`config.mk`:
```
export PLATFORM = sky130hd
export DESIGN_NAME = microwire_serial_eeprom_top
export DESIGN_NICKNAME = d
export VERILOG_FILES = /design/src/hdl/mwe_pkg.sv /design/src/hdl/mwe_ram.sv /design/src/hdl/mwe_front.sv /design/src/hdl/mwe_queue.sv /design/src/hdl/mwe_back.sv /design/src/hdl/microwire_serial_eeprom_top.sv
export SDC_FILE = /design/constraint.sdc
export NUM_CORES = 2
export LEC_CHECK = 0
export ABC_AREA = 1
export BUFFER_PORTS_ARGS = -buffer_cell sky130_fd_sc_hd__buf_2
export CAP_MARGIN = 20
export CORE_UTILIZATION = 30
export DETAILED_ROUTE_END_ITERATION = 10
export PLACE_DENSITY = 0.53
export SETUP_SLACK_MARGIN = 0.4
export SYNTH_ARGS = -nofsm -noshare
export SYNTH_HDL_FRONTEND = slang
export SYNTH_SLANG_ARGS = --single-unit
```
`constraint.sdc`:
```
create_clock -name clk -period 5.7 [get_ports clk]
set_clock_uncertainty 0.2 [all_clocks]
set_input_delay 0.855 -clock clk [delete_from_list [all_inputs] [get_ports clk]]
set_output_delay 0.855 -clock clk [all_outputs]
set_load 0.02 [all_outputs]
```
`src/hdl/mwe_pkg.sv`:
```
// ----------------------------------------------------------------------------
// mwe_pkg
// Shared types and constants for the Microwire serial EEPROM block.
// ----------------------------------------------------------------------------
package mwe_pkg;

  localparam int ADDR_BITS_DEF   = 6;
  localparam int WORD_BITS_DEF   = 16;
  localparam int QUEUE_DEPTH     = 2;

  // Bus access modes as they arrive on the input channel.
  localparam logic [1:0] MODE_PIN    = 2'd0;
  localparam logic [1:0] MODE_CTRL   = 2'd1;
  localparam logic [1:0] MODE_STATUS = 2'd2;

  // Bit positions inside bits_in and the pin latch.
  localparam int PIN_DI_BIT      = 0;
  localparam int PIN_CLK_BIT     = 1;
  localparam int PIN_CS_BIT      = 2;
  localparam int PIN_DO_BIT      = 3;
  localparam int CTRL_ENABLE_BIT = 3;
  localparam int CTRL_RESET_BIT  = 7;

  // Opcode field and extended sub-opcodes of the serial command.
  localparam logic [1:0] OP_EXT   = 2'b00;
  localparam logic [1:0] OP_WRITE = 2'b01;
  localparam logic [1:0] OP_READ  = 2'b10;
  localparam logic [1:0] OP_ERASE = 2'b11;
  localparam logic [1:0] SUB_EWDS = 2'b00;
  localparam logic [1:0] SUB_ERAL = 2'b01;
  localparam logic [1:0] SUB_WRAL = 2'b10;
  localparam logic [1:0] SUB_EWEN = 2'b11;

  typedef enum logic [1:0] {
    KIND_PIN,
    KIND_CTRL,
    KIND_STATUS
  } item_kind_t;

  typedef struct packed {
    item_kind_t  kind;
    logic [7:0]  bits;
  } item_t;

endpackage

```
`src/hdl/mwe_ram.sv`:
```
// ----------------------------------------------------------------------------
// mwe_ram
// Generic single write port, single read port RAM with registered read data.
// ----------------------------------------------------------------------------
module mwe_ram #(
  parameter int WIDTH = 16,
  parameter int DEPTH = 64
) (
  input  logic                     clk,
  input  logic                     we,
  input  logic [$clog2(DEPTH)-1:0] waddr,
  input  logic [WIDTH-1:0]         wdata,
  input  logic [$clog2(DEPTH)-1:0] raddr,
  output logic [WIDTH-1:0]         rdata
);

  logic [WIDTH-1:0] mem [DEPTH];

  always_ff @(posedge clk) begin
    if (we) begin
      mem[waddr] <= wdata;
    end
    rdata <= mem[raddr];
  end

endmodule

```
`src/hdl/mwe_front.sv`:
```
// ----------------------------------------------------------------------------
// mwe_front
// Input stage: takes bus accesses and tags each one with its kind.
// ----------------------------------------------------------------------------
module mwe_front
  import mwe_pkg::*;
(
  input  logic       clk,
  input  logic       rst,
  input  logic       in_valid,
  output logic       in_stall,
  input  logic [1:0] mode,
  input  logic [7:0] bits_in,
  output logic       push,
  output item_t      push_item,
  input  logic       queue_full
);

  logic       held;
  item_t      item;
  item_kind_t kind_now;

  always_comb begin
    unique case (mode)
      MODE_PIN:    kind_now = KIND_PIN;
      MODE_CTRL:   kind_now = KIND_CTRL;
      MODE_STATUS: kind_now = KIND_STATUS;
      default:     kind_now = KIND_STATUS;
    endcase
  end

  assign push      = held && !queue_full;
  assign in_stall  = held && queue_full;
  assign push_item = item;

  always_ff @(posedge clk) begin
    if (rst) begin
      held <= 1'b0;
    end else if (in_valid && !in_stall) begin
      held <= 1'b1;
    end else if (push) begin
      held <= 1'b0;
    end
    if (in_valid && !in_stall) begin
      item.kind <= kind_now;
      item.bits <= bits_in;
    end
  end

endmodule

```
`src/hdl/mwe_queue.sv`:
```
// ----------------------------------------------------------------------------
// mwe_queue
// Short FIFO that decouples the input stage from the sequencer.
// ----------------------------------------------------------------------------
module mwe_queue
  import mwe_pkg::*;
(
  input  logic  clk,
  input  logic  rst,
  input  logic  push,
  input  item_t push_item,
  output logic  full,
  input  logic  pop,
  output logic  head_valid,
  output item_t head_item
);

  localparam int PTR_W = (QUEUE_DEPTH > 1) ? $clog2(QUEUE_DEPTH) : 1;
  localparam int CNT_W = $clog2(QUEUE_DEPTH + 1);

  item_t            entries [QUEUE_DEPTH];
  logic [PTR_W-1:0] wr_ptr;
  logic [PTR_W-1:0] rd_ptr;
  logic [CNT_W-1:0] count;

  function automatic logic [PTR_W-1:0] ptr_inc(input logic [PTR_W-1:0] p);
    if (p == PTR_W'(QUEUE_DEPTH - 1)) begin
      return '0;
    end
    return p + 1'b1;
  endfunction

  assign full       = (count == CNT_W'(QUEUE_DEPTH));
  assign head_valid = (count != '0);
  assign head_item  = entries[rd_ptr];

  always_ff @(posedge clk) begin
    if (rst) begin
      wr_ptr <= '0;
      rd_ptr <= '0;
      count  <= '0;
    end else begin
      if (push) begin
        wr_ptr <= ptr_inc(wr_ptr);
      end
      if (pop) begin
        rd_ptr <= ptr_inc(rd_ptr);
      end
      if (push && !pop) begin
        count <= count + 1'b1;
      end else if (pop && !push) begin
        count <= count - 1'b1;
      end
    end
    if (push) begin
      entries[wr_ptr] <= push_item;
    end
  end

  a_no_pop_empty: assert property (@(posedge clk) disable iff (rst)
    pop |-> head_valid)
    else $error("queue popped while empty");

  a_no_push_full: assert property (@(posedge clk) disable iff (rst)
    (full && push) |-> pop)
    else $error("queue pushed while full");

endmodule

```
`src/hdl/mwe_back.sv`:
```
// ----------------------------------------------------------------------------
// mwe_back
// Microwire sequencer: runs each queued access against the word store and
// registers the status result.
// ----------------------------------------------------------------------------
module mwe_back
  import mwe_pkg::*;
#(
  parameter int ADDR_BITS = ADDR_BITS_DEF,
  parameter int WORD_BITS = WORD_BITS_DEF
) (
  input  logic       clk,
  input  logic       rst,
  input  logic       head_valid,
  input  item_t      head_item,
  output logic       pop,
  output logic       out_valid,
  input  logic       out_stall,
  output logic [2:0] pin_readback,
  output logic       access_enabled
);

  localparam int CMD_BITS = ADDR_BITS + 2;
  localparam int DEPTH    = 1 << ADDR_BITS;
  localparam int CNT_MAX  = (WORD_BITS > CMD_BITS) ? WORD_BITS : CMD_BITS;
  localparam int CNT_W    = $clog2(CNT_MAX + 1);

  typedef enum logic [2:0] {
    PH_START,
    PH_CMD,
    PH_WRITE,
    PH_READ,
    PH_DONE
  } phase_t;

  typedef enum logic [1:0] {
    BK_RUN,
    BK_LOAD,
    BK_SWEEP
  } back_state_t;

  back_state_t           bst, bst_next;
  phase_t                phase, phase_next;
  logic [3:0]            pin_latch, pin_latch_next;
  logic                  write_enable, write_enable_next;
  logic [CMD_BITS-1:0]   command_shift, command_shift_next;
  logic [CNT_W-1:0]      bit_count, bit_count_next;
  logic [WORD_BITS-1:0]  data_shift, data_shift_next;
  logic                  enable_flag, enable_flag_next;
  logic [DEPTH-1:0]      valid_bits, valid_bits_next;
  logic [ADDR_BITS-1:0]  sweep_addr, sweep_addr_next;
  logic                  out_valid_next;
  logic [2:0]            pin_readback_next;

  logic                  ram_we;
  logic [ADDR_BITS-1:0]  ram_waddr;
  logic [WORD_BITS-1:0]  ram_wdata;
  logic [WORD_BITS-1:0]  ram_rdata;

  logic [2:0]            pins;
  logic                  di;
  logic                  rising;
  logic [CMD_BITS-1:0]   cmd_shifted;
  logic [1:0]            op;
  logic [1:0]            sub;
  logic [ADDR_BITS-1:0]  cmd_addr;
  logic [ADDR_BITS-1:0]  new_addr;
  logic [CNT_W-1:0]      cnt_inc;
  logic [WORD_BITS-1:0]  data_shifted;

  assign pop          = head_valid && (bst == BK_RUN) && (!out_valid || !out_stall);
  assign pins         = head_item.bits[2:0];
  assign di           = pins[PIN_DI_BIT];
  assign rising       = pins[PIN_CLK_BIT] && !pin_latch[PIN_CLK_BIT];
  assign cmd_shifted  = {command_shift[CMD_BITS-2:0], di};
  assign op           = cmd_shifted[ADDR_BITS+1:ADDR_BITS];
  assign sub          = cmd_shifted[ADDR_BITS-1:ADDR_BITS-2];
  assign cmd_addr     = command_shift[ADDR_BITS-1:0];
  assign new_addr     = cmd_shifted[ADDR_BITS-1:0];
  assign cnt_inc      = bit_count + 1'b1;
  assign data_shifted = {data_shift[WORD_BITS-2:0], di};

  // The RAM is read at the next command address, so in the cycle after a READ
  // decode its output holds the addressed word.
  mwe_ram #(
    .WIDTH (WORD_BITS),
    .DEPTH (DEPTH)
  ) u_store (
    .clk   (clk),
    .we    (ram_we),
    .waddr (ram_waddr),
    .wdata (ram_wdata),
    .raddr (command_shift_next[ADDR_BITS-1:0]),
    .rdata (ram_rdata)
  );

  always_comb begin
    bst_next           = bst;
    phase_next         = phase;
    pin_latch_next     = pin_latch;
    write_enable_next  = write_enable;
    command_shift_next = command_shift;
    bit_count_next     = bit_count;
    data_shift_next    = data_shift;
    enable_flag_next   = enable_flag;
    valid_bits_next    = valid_bits;
    sweep_addr_next    = sweep_addr;
    ram_we             = 1'b0;
    ram_waddr          = cmd_addr;
    ram_wdata          = data_shift;

    unique case (bst)
      BK_LOAD: begin
        // A word never written still holds its erased value.
        data_shift_next = valid_bits[cmd_addr] ? ram_rdata : '1;
        bst_next        = BK_RUN;
      end
      BK_SWEEP: begin
        ram_we          = 1'b1;
        ram_waddr       = sweep_addr;
        sweep_addr_next = sweep_addr + 1'b1;
        if (sweep_addr == '1) begin
          valid_bits_next = '1;
          bst_next        = BK_RUN;
        end
      end
      BK_RUN: begin
      end
      default: begin
      end
    endcase

    if (pop) begin
      unique case (head_item.kind)
        KIND_PIN: begin
          if (!pins[PIN_CS_BIT]) begin
            if (pin_latch[PIN_CS_BIT]) begin
              phase_next = PH_START;
            end
            pin_latch_next = {1'b1, pins};
          end else begin
            pin_latch_next = {pin_latch[PIN_DO_BIT], pins};
            if (rising) begin
              unique case (phase)
                PH_START: begin
                  if (di) begin
                    phase_next         = PH_CMD;
                    command_shift_next = '0;
                    bit_count_next     = '0;
                  end
                end
                PH_CMD: begin
                  command_shift_next = cmd_shifted;
                  bit_count_next     = cnt_inc;
                  if (cnt_inc == CNT_W'(CMD_BITS)) begin
                    unique case (op)
                      OP_EXT: begin
                        unique case (sub)
                          SUB_EWEN: begin
                            write_enable_next = 1'b1;
                            phase_next        = PH_DONE;
                          end
                          SUB_EWDS: begin
                            write_enable_next = 1'b0;
                            phase_next        = PH_DONE;
                          end
                          SUB_ERAL: begin
                            pin_latch_next[PIN_DO_BIT] = 1'b1;
                            phase_next                 = PH_DONE;
                            if (write_enable) begin
                              valid_bits_next = '0;
                            end
                          end
                          SUB_WRAL: begin
                            phase_next      = PH_WRITE;
                            bit_count_next  = '0;
                            data_shift_next = '0;
                          end
                          default: begin
                          end
                        endcase
                      end
                      OP_WRITE: begin
                        phase_next      = PH_WRITE;
                        bit_count_next  = '0;
                        data_shift_next = '0;
                      end
                      OP_READ: begin
                        phase_next                 = PH_READ;
                        pin_latch_next[PIN_DO_BIT] = 1'b0;
                        bit_count_next             = '0;
                        bst_next                   = BK_LOAD;
                      end
                      OP_ERASE: begin
                        if (write_enable) begin
                          valid_bits_next[new_addr] = 1'b0;
                        end
                        phase_next                 = PH_DONE;
                        pin_latch_next[PIN_DO_BIT] = 1'b1;
                      end
                      default: begin
                      end
                    endcase
                  end
                end
                PH_WRITE: begin
                  data_shift_next = data_shifted;
                  bit_count_next  = cnt_inc;
                  if (cnt_inc == CNT_W'(WORD_BITS)) begin
                    if (write_enable) begin
                      if (command_shift[ADDR_BITS]) begin
                        ram_we                    = 1'b1;
                        ram_waddr                 = cmd_addr;
                        ram_wdata                 = data_shifted;
                        valid_bits_next[cmd_addr] = 1'b1;
                      end else begin
                        bst_next        = BK_SWEEP;
                        sweep_addr_next = '0;
                      end
                    end
                    pin_latch_next[PIN_DO_BIT] = 1'b1;
                    phase_next                 = PH_DONE;
                  end
                end
                PH_READ: begin
                  pin_latch_next[PIN_DO_BIT] = data_shift[WORD_BITS-1];
                  data_shift_next            = {data_shift[WORD_BITS-2:0], 1'b0};
                  bit_count_next             = cnt_inc;
                  if (cnt_inc == CNT_W'(WORD_BITS)) begin
                    phase_next = PH_DONE;
                  end
                end
                PH_DONE: begin
                end
                default: begin
                end
              endcase
            end
          end
        end
        KIND_CTRL: begin
          if (head_item.bits[CTRL_RESET_BIT]) begin
            write_enable_next  = 1'b0;
            phase_next         = PH_START;
            command_shift_next = '0;
            bit_count_next     = '0;
            pin_latch_next     = 4'b1000;
          end
          enable_flag_next = head_item.bits[CTRL_ENABLE_BIT];
        end
        KIND_STATUS: begin
        end
        default: begin
        end
      endcase
    end

    pin_readback_next = {pin_latch_next[PIN_CS_BIT], 1'b1, pin_latch_next[PIN_DO_BIT]};
    if (pop) begin
      out_valid_next = 1'b1;
    end else if (out_stall) begin
      out_valid_next = out_valid;
    end else begin
      out_valid_next = 1'b0;
    end
  end

  always_ff @(posedge clk) begin
    if (rst) begin
      bst           <= BK_RUN;
      phase         <= PH_START;
      pin_latch     <= 4'b1000;
      write_enable  <= 1'b0;
      command_shift <= '0;
      bit_count     <= '0;
      data_shift    <= '0;
      enable_flag   <= 1'b0;
      valid_bits    <= '0;
      sweep_addr    <= '0;
      out_valid     <= 1'b0;
    end else begin
      bst           <= bst_next;
      phase         <= phase_next;
      pin_latch     <= pin_latch_next;
      write_enable  <= write_enable_next;
      command_shift <= command_shift_next;
      bit_count     <= bit_count_next;
      data_shift    <= data_shift_next;
      enable_flag   <= enable_flag_next;
      valid_bits    <= valid_bits_next;
      sweep_addr    <= sweep_addr_next;
      out_valid     <= out_valid_next;
    end
    if (pop) begin
      pin_readback   <= pin_readback_next;
      access_enabled <= enable_flag_next;
    end
  end

  a_load_in_read: assert property (@(posedge clk) disable iff (rst)
    (bst == BK_LOAD) |-> (phase == PH_READ))
    else $error("word load outside a read command");

  a_load_one_cycle: assert property (@(posedge clk) disable iff (rst)
    (bst == BK_LOAD) |=> (bst == BK_RUN))
    else $error("word load did not finish in one cycle");

  a_sweep_enabled: assert property (@(posedge clk) disable iff (rst)
    (bst == BK_SWEEP) |-> write_enable)
    else $error("write-all sweep running with writes disabled");

endmodule

```
`src/hdl/microwire_serial_eeprom_top.sv`:
```
// ----------------------------------------------------------------------------
// microwire_serial_eeprom_top
// 64x16 Microwire serial EEPROM seen through a CPU pin register.
// ----------------------------------------------------------------------------
//
//   Channel  Handshake            Payload
//   -------  -------------------  ----------------------------------------
//   input    in_valid / in_stall  mode[1:0], bits_in[7:0]
//   output   out_valid/out_stall  pin_readback[2:0], access_enabled
//
// Every input transfer yields exactly one output transfer, in order.
// The sequencer retires one access per cycle while it is in its run state
// and the output is not stalled, so items flow at one per cycle; each passes
// the input register, the queue and the result register. The access that
// decodes a READ command is followed by a load state, in which no access is
// taken while the addressed word is fetched from the store RAM, and a WRAL
// that completes with writes enabled is followed by a sweep state that writes
// every word through the single RAM write port.
// Reset is synchronous and active high; it marks every word as erased
// through per-word valid bits, so no clearing pass is needed.
// A stall on the output holds the result register and backs up into the
// queue and then onto in_stall; in_stall never depends on in_valid.
module microwire_serial_eeprom_top
  import mwe_pkg::*;
#(
  parameter int ADDR_BITS = ADDR_BITS_DEF,
  parameter int WORD_BITS = WORD_BITS_DEF
) (
  input  logic       clk,
  input  logic       rst,
  input  logic       in_valid,
  output logic       in_stall,
  input  logic [1:0] mode,
  input  logic [7:0] bits_in,
  output logic       out_valid,
  input  logic       out_stall,
  output logic [2:0] pin_readback,
  output logic       access_enabled
);

  // Classified accesses travel from the input stage into the queue.
  logic  push;
  item_t push_item;
  logic  queue_full;

  // Head of the queue as seen by the sequencer.
  logic  head_valid;
  item_t head_item;
  logic  pop;

  // The input stage registers each transfer and tags it as a pin write,
  // a control write or a status read.
  mwe_front u_front (
    .clk        (clk),
    .rst        (rst),
    .in_valid   (in_valid),
    .in_stall   (in_stall),
    .mode       (mode),
    .bits_in    (bits_in),
    .push       (push),
    .push_item  (push_item),
    .queue_full (queue_full)
  );

  // The queue lets the input side keep taking transfers while the
  // sequencer is busy with a word fetch or a write-all sweep.
  mwe_queue u_queue (
    .clk        (clk),
    .rst        (rst),
    .push       (push),
    .push_item  (push_item),
    .full       (queue_full),
    .pop        (pop),
    .head_valid (head_valid),
    .head_item  (head_item)
  );

  // The sequencer owns all EEPROM state and the result register.
  mwe_back #(
    .ADDR_BITS (ADDR_BITS),
    .WORD_BITS (WORD_BITS)
  ) u_back (
    .clk            (clk),
    .rst            (rst),
    .head_valid     (head_valid),
    .head_item      (head_item),
    .pop            (pop),
    .out_valid      (out_valid),
    .out_stall      (out_stall),
    .pin_readback   (pin_readback),
    .access_enabled (access_enabled)
  );

endmodule

```
# --- Yosys cells after proc, flatten, opt, wreduce, memory -nomap -nowiden ---
# Memory sizes are Yosys's and may differ from the RTL's. A register that Yosys moved wholly into a read port is not among the register bits.
# Index checks and enable logic that the tools add are counted.
totals:
  mem_count: 2
  in_bits: 14
  ramBits: 1044
  out_inout_bits: 6
  reg_bits: 128
  rom_bits: 0
  latchBits: 0
memory_table:
  columns: ["memory", "words", "word_bits", "read_ports", "rd_ports_with_merged_regs", "write_ports", "line", "text"]
  rows:
  - ["u_back.u_store.mem", 64, 16, 1, 1, 1, "mwe_ram.sv:17", "logic [WIDTH-1:0] mem [DEPTH];"]
  - ["u_queue.entries", 2, 10, 1, 1, 1, "mwe_queue.sv:21", "item_t entries [QUEUE_DEPTH];"]
classes:
  bitwise_logic: 3
  n_div: 0
  mux: 148
  multipliers: 0
  shift: 0
  order_cmp: 4
  n_addsub: 6
  n_eq_ne: 34
  n_reduce_logical: 36
ops:
  columns: ["op", "count"]
  rows:
  - ["64-bit 2-to-1 mux", 13]
  - ["16-bit 2-to-1 mux", 16]
  - ["64-bit one-hot mux with 2 select lines", 2]
  - ["6-bit 2-to-1 mux", 19]
  - ["64-bit bitwise AND", 1]
  - ["64-bit NOT", 1]
  - ["64-bit OR", 1]
  - ["16-bit one-hot mux with 3 select lines", 1]
  - ["1-bit 2-to-1 mux", 44]
  - ["16-bit one-hot mux with 2 select lines", 1]
  - ["5-bit 2-to-1 mux", 6]
  - ["7-bit 2-to-1 mux", 4]
  - ["7-bit one-hot mux with 2 select lines", 2]
  - ["2-bit 2-to-1 mux", 12]
  - ["3-bit 2-to-1 mux", 7]
  - ["5-bit one-hot mux with 2 select lines", 2]
  - ["9-bit AND reduction", 2]
  - ["4-bit inequality test, second input constant", 4]
  - ["5-bit one-hot mux with 3 select lines", 1]
  - ["6-bit by 7-bit < comparator with 1-bit output, second input constant", 2]
  - ["7-bit AND reduction", 2]
  - ["1-bit demux with 6-bit select", 2]
  - ["2-bit equality test, second input constant", 6]
  - ["6-bit by 1-bit greater-or-equal comparator with 1-bit output, second input constant", 2]
  - ["other kinds (35)", 78]

# --- Logic depth before layout (Yosys ltp) ---
depth:
  word_depth: 14
  mapped_depth: 19
  depth_no_buf: 18

# --- Cells and area by module ---
# A second synthesis with hierarchy kept.
unflattened:
  cells_unflattened: 4769
  hier_area_um2: 50609.8
modules_own_cells:
  columns: ["module", "area_each_um2", "seq_area_each_um2", "instances", "cells_each"]
  rows:
  - ["mwe_ram", 42140.4, 31069.8, 1, 3534]
  - ["mwe_back", 7150.6, 2272.2, 1, 1150]
  - ["mwe_queue", 953.4, 700.7, 1, 64]
  - ["mwe_front", 365.4, 320.3, 1, 21]

# --- Worst setup path before layout ---
# Ideal clock, no wire load.
synth_path:
  path_type: "input port to flip-flop"
  start: "input port out_stall"
  end: "memory u_back.u_store.mem[0][0] (data pin)"
  setup_ns: 0.702
  setup_slack_ns: 0.370
  stages: 10
  required_time_ns: 4.798
  path_buffers: 1
  arrival_time_ns: 4.428
  cell_sequence: "nand2_1 > nand3_2 > nor2_8 > nand2_4 > nor2_4 > inv_2 > nor2_4 > nand2_4 > clkbuf_1 > o21ai_0"
synth_via:
  elab_chain_cells: 4
synth_lines:
  columns: ["item", "line", "text"]
  rows:
  - ["start, declared", "microwire_serial_eeprom_top.sv:36", "input logic out_stall,"]
  - ["1-bit logical NOT", "mwe_back.sv:71", "assign pop = head_valid && (bst == BK_RUN) && (!out_valid || !out_stall);"]
  - ["1-bit logical OR", "mwe_back.sv:71", null]
  - ["1-bit logical AND", "mwe_back.sv:71", null]
  - ["16-bit 2-to-1 mux", "mwe_back.sv:133", "if (pop) begin"]
  - ["via u_back.ram_wdata[0]", "mwe_back.sv:57", "logic [WORD_BITS-1:0] ram_wdata;"]
  - ["end, declared", "mwe_ram.sv:17", null]
# The timed path passes the listed nets, and every way through them passes these cells.

==> flow_summary_export.csv <==
group,metric,value,unit
setup_path,critical_path_arrival,5.11,ns
synth,synthesis.area,53720,sq um
flow_run,max-cap-violations,0,
cts,h-tree-depth,4,
timing,rsz0062_at_grt,"false",
placement,place_inst,7377,
timing,setup-violations-final,0,
routing,wl,155.8,mm
cts,root_buffer,"clkbuf_16",
hold_path,hold_path.class,"input pin to flip-flop",
cells_and_area,layout_commonest_cell,"nand3_1",
die,die_y,425.2,um
global_routing,overflow,0,
timing,hold_viol,0,
setup_path,r2r_cells,15,
timing,tightestPinTransition,1.114,ns
global_routing,grt_antenna_before_repair,1,
synth,async_reset_ff_share,0,%
timing,final_max_slew_viol_count,0,
routing,drtIter0Drc,4105,
synth,synth_flop_cell,"edfxtp_1",
timing,max_slew_margin,25.44,%
placement,port_buffers,15,
cts,clock-sinks,1179,
cts,cts_tree,"built",
routing,firstDrtPassIters,6,
die,io_pins,20,
synth,synth_fp_nets,5243,
power_and_ir_drop,power_leakage,23.09,nW
cells_and_area,multi_input_area,15530,sq um
cells_and_area,final_nets,5201,
setup_path,cp-end-kind,"flip-flop",
hold_path,hold_depth,1,
die,die-area,180800,sq um
global_routing,grt_usage,16.98,%
cells_and_area,regArea,34090,sq um
cells_and_area,drive_above_1_share,8.058,%
routing,vias,37940,
cts,cts.repair.resized,0,
setup_path,critPathMaxFanout,84,
die,die_width,425.2,um
cts,worstSkewPairLatency,0.78,ns
cts,cts-buffers-inserted,132,
cells_and_area,fillers,17510,
routing,drc,0,
cells_and_area,layoutNonFillerInstCount,7616,
cts,ctsHoldBuffers,0,
routing,antenna_left,0,
timing,fmax,214.8,MHz
die,initial_core_util,30.34,%
global_routing,grt_max_degree,199,
power_and_ir_drop,p_per_area,322.5,nW/um^2
setup_path,cp-start-kind,"flip-flop",
timing,fin_tns_setup,0,ns
cts,cts_setup_buffers,0,
placement,routabilityCongestion,0.8428,
hold_path,holdPathEnd,"u_front.push_item[2]",
cells_and_area,area_growth,13.60,%
setup_path,ff2ff_setup_slack,1.04,ns
routing,vias_per_cell,4.981,
status,status,"finished clean",
setup_path,critPathKind,"flip-flop to flip-flop",
setup_path,crit_required,6.16,ns
synth,yosysUniqueCellTypes,47,
timing,min_period_over_period,81.67,%
power_and_ir_drop,power,19.68,mW
placement,hpwl,87.33,mm
routing,wire_per_inst,20.46,um
cts,clkSlewWorstSetupHoldPaths,0.06,ns
power_and_ir_drop,irDropWorstVdd,196.6,uV
synth,yosys_warnings,0,
cts,max-clock-path-buffers,3,
synth,synthCells,5213,
synth,ys_ff_latch,1179,
timing,finalCriticalPeriod,4.655,ns
global_routing,grt_pass1_vias,35880,
synth,synth_edf_count,1048,
cells_and_area,final_cell_mix,"1,157 x nand3_1, 1,048 x edfxtp_1, 815 x nand2_1, 741 x inv_1, 384 x nand3b_1",
synth,synth-seq-area-share,63.46,%
hold_path,hp-start,"bits_in[2]",
die,fp-row-count,154,
die,core_area,177100,sq um
synth,avgSynthCellArea,10.31,sq um
global_routing,grt_pass1_wl,233.8,mm
setup_path,rr_endpoint,"u_back.u_store.rdata[8]",
-- metrics by stage --
| step | util (%) | area (sq um) | hold WS (ns) | setup WS [ns] |
|---|---|---|---|---|
| 2_1_floorplan | - | 53720 | 0.2215 | 0.3703 |
| 3_3_place_gp | 32.11 | 56870 | 0.2379 | 0.8228 |
| 3_5_place_dp | 32.12 | 56880 | 0.2581 | 0.7797 |
| 4_1_cts | 34.46 | 61030 | 0.004849 | 1.055 |
| 5_1_grt | 34.46 | 61030 | 0.02366 | 0.7084 |
| 6_report | 34.47 | 61030 | 0.05848 | 1.045 |
-- cell type report --
class                           instances  share of cell area, %
Sequential cell                      1179                  55.86
Multi-Input combinational cell       2936                  25.45
Clock buffer                          179                  5.925
Tap cell                             2340                  4.797
Inverter                              757                  4.658
Timing Repair Buffer                  165                  2.429
Clock inverter                         58                 0.8733
Antenna cell                            2               0.008200
-- worst max-delay path by stage --
stage	from	end	slack, ns
after global placement	out_stall	u_back.u_store.rdata[8]	0.82
after global routing	flip-flop	u_back.u_store.rdata[8]	0.71
after detailed placement	out_stall	u_back.u_store.rdata[8]	0.78
after CTS	flip-flop	u_back.u_store.rdata[8]	1.05
after floorplan	out_stall	u_back.u_store.mem[0][0]	0.37
final	flip-flop	u_back.u_store.rdata[8]	1.04
-- cell families after synthesis --
family                     synth area share [%]
xor gates and xnor gates                0.09781
and+or+nand+nor                           23.78
buffers and inverters                     8.184
DFF                                       63.46
other                                  0.006980
adders and majority gates                0.3726
AOI/OAI and AO/OA                         4.101
-- critical path, stage by stage, from the launching register on --
cell and delay, ns:
dfxtp_1 0.62, inv_2 0.15, o21ai_0 0.55, nand2_1 0.14, nand2_2 0.25, nand2_8 0.26
nand2_8 0.47, buf_12 0.40, buf_4 0.41, nand2_1 0.10, nand3_1 0.09, nand3_1 0.10
nand3_1 0.12, nand3_1 0.13, nand3_1 0.26, nand2_1 0.09
-- registers in the layout, summed over array words and instances, names as in the netlist, named ones only --
name                   cells
u_queue.count              2
u_queue.wr_ptr             1
u_back.bst                 2
u_back.data_shift         16
u_front.held               1
u_back.valid_bits         64
u_back.pin_readback        2
u_back.u_store.rdata      16
u_back.phase               3
u_back.write_enable        1
u_front.push_item          7
u_back.enable_flag         1
u_back.pin_latch           3
u_back.sweep_addr          6
u_queue.entries           14
u_queue.rd_ptr             1
u_back.u_store.mem      1024
u_back.access_enabled      1
u_back.out_valid           1
u_back.command_shift       7
u_back.bit_count           5
-- power breakdown --
part           internal (mW)  total (mW)  switching (mW)
Combinational          0.541        1.99            1.45
Clock                   4.78        8.25            3.47
Sequential              9.36        9.45          0.0810
-- cells in the mapped netlist (all sizes together), types with 62 or more instances --
cell type / n / share of area [%]
a21oi: 126 / 1.2
nand3b: 384 / 5.4
a32o: 62 / 1.2
o21ai: 103 / 1.0
buf: 203 / 1.9
nand3: 1160 / 11
nand2: 831 / 5.9
dfxtp: 131 / 4.9
inv: 753 / 5.3
edfxtp: 1048 / 59
clkbuf: 138 / 0.96
nor2: 160 / 1.3
-- per-layer routing --
| layer | vias to the layer above | track usage [%] | part of all wire [%] |
|---|---|---|---|
| li1 | 17830 | - | - |
| met1 | 18570 | 23.89 | 45 |
| met2 | 1293 | 26.82 | 46 |
| met3 | 237 | 2.358 | 5.8 |
| met4 | 0 | 5.528 | 2.7 |
| met5 | - | 0 | 0 |
Note: power is estimated with default switching activity, not from simulation.
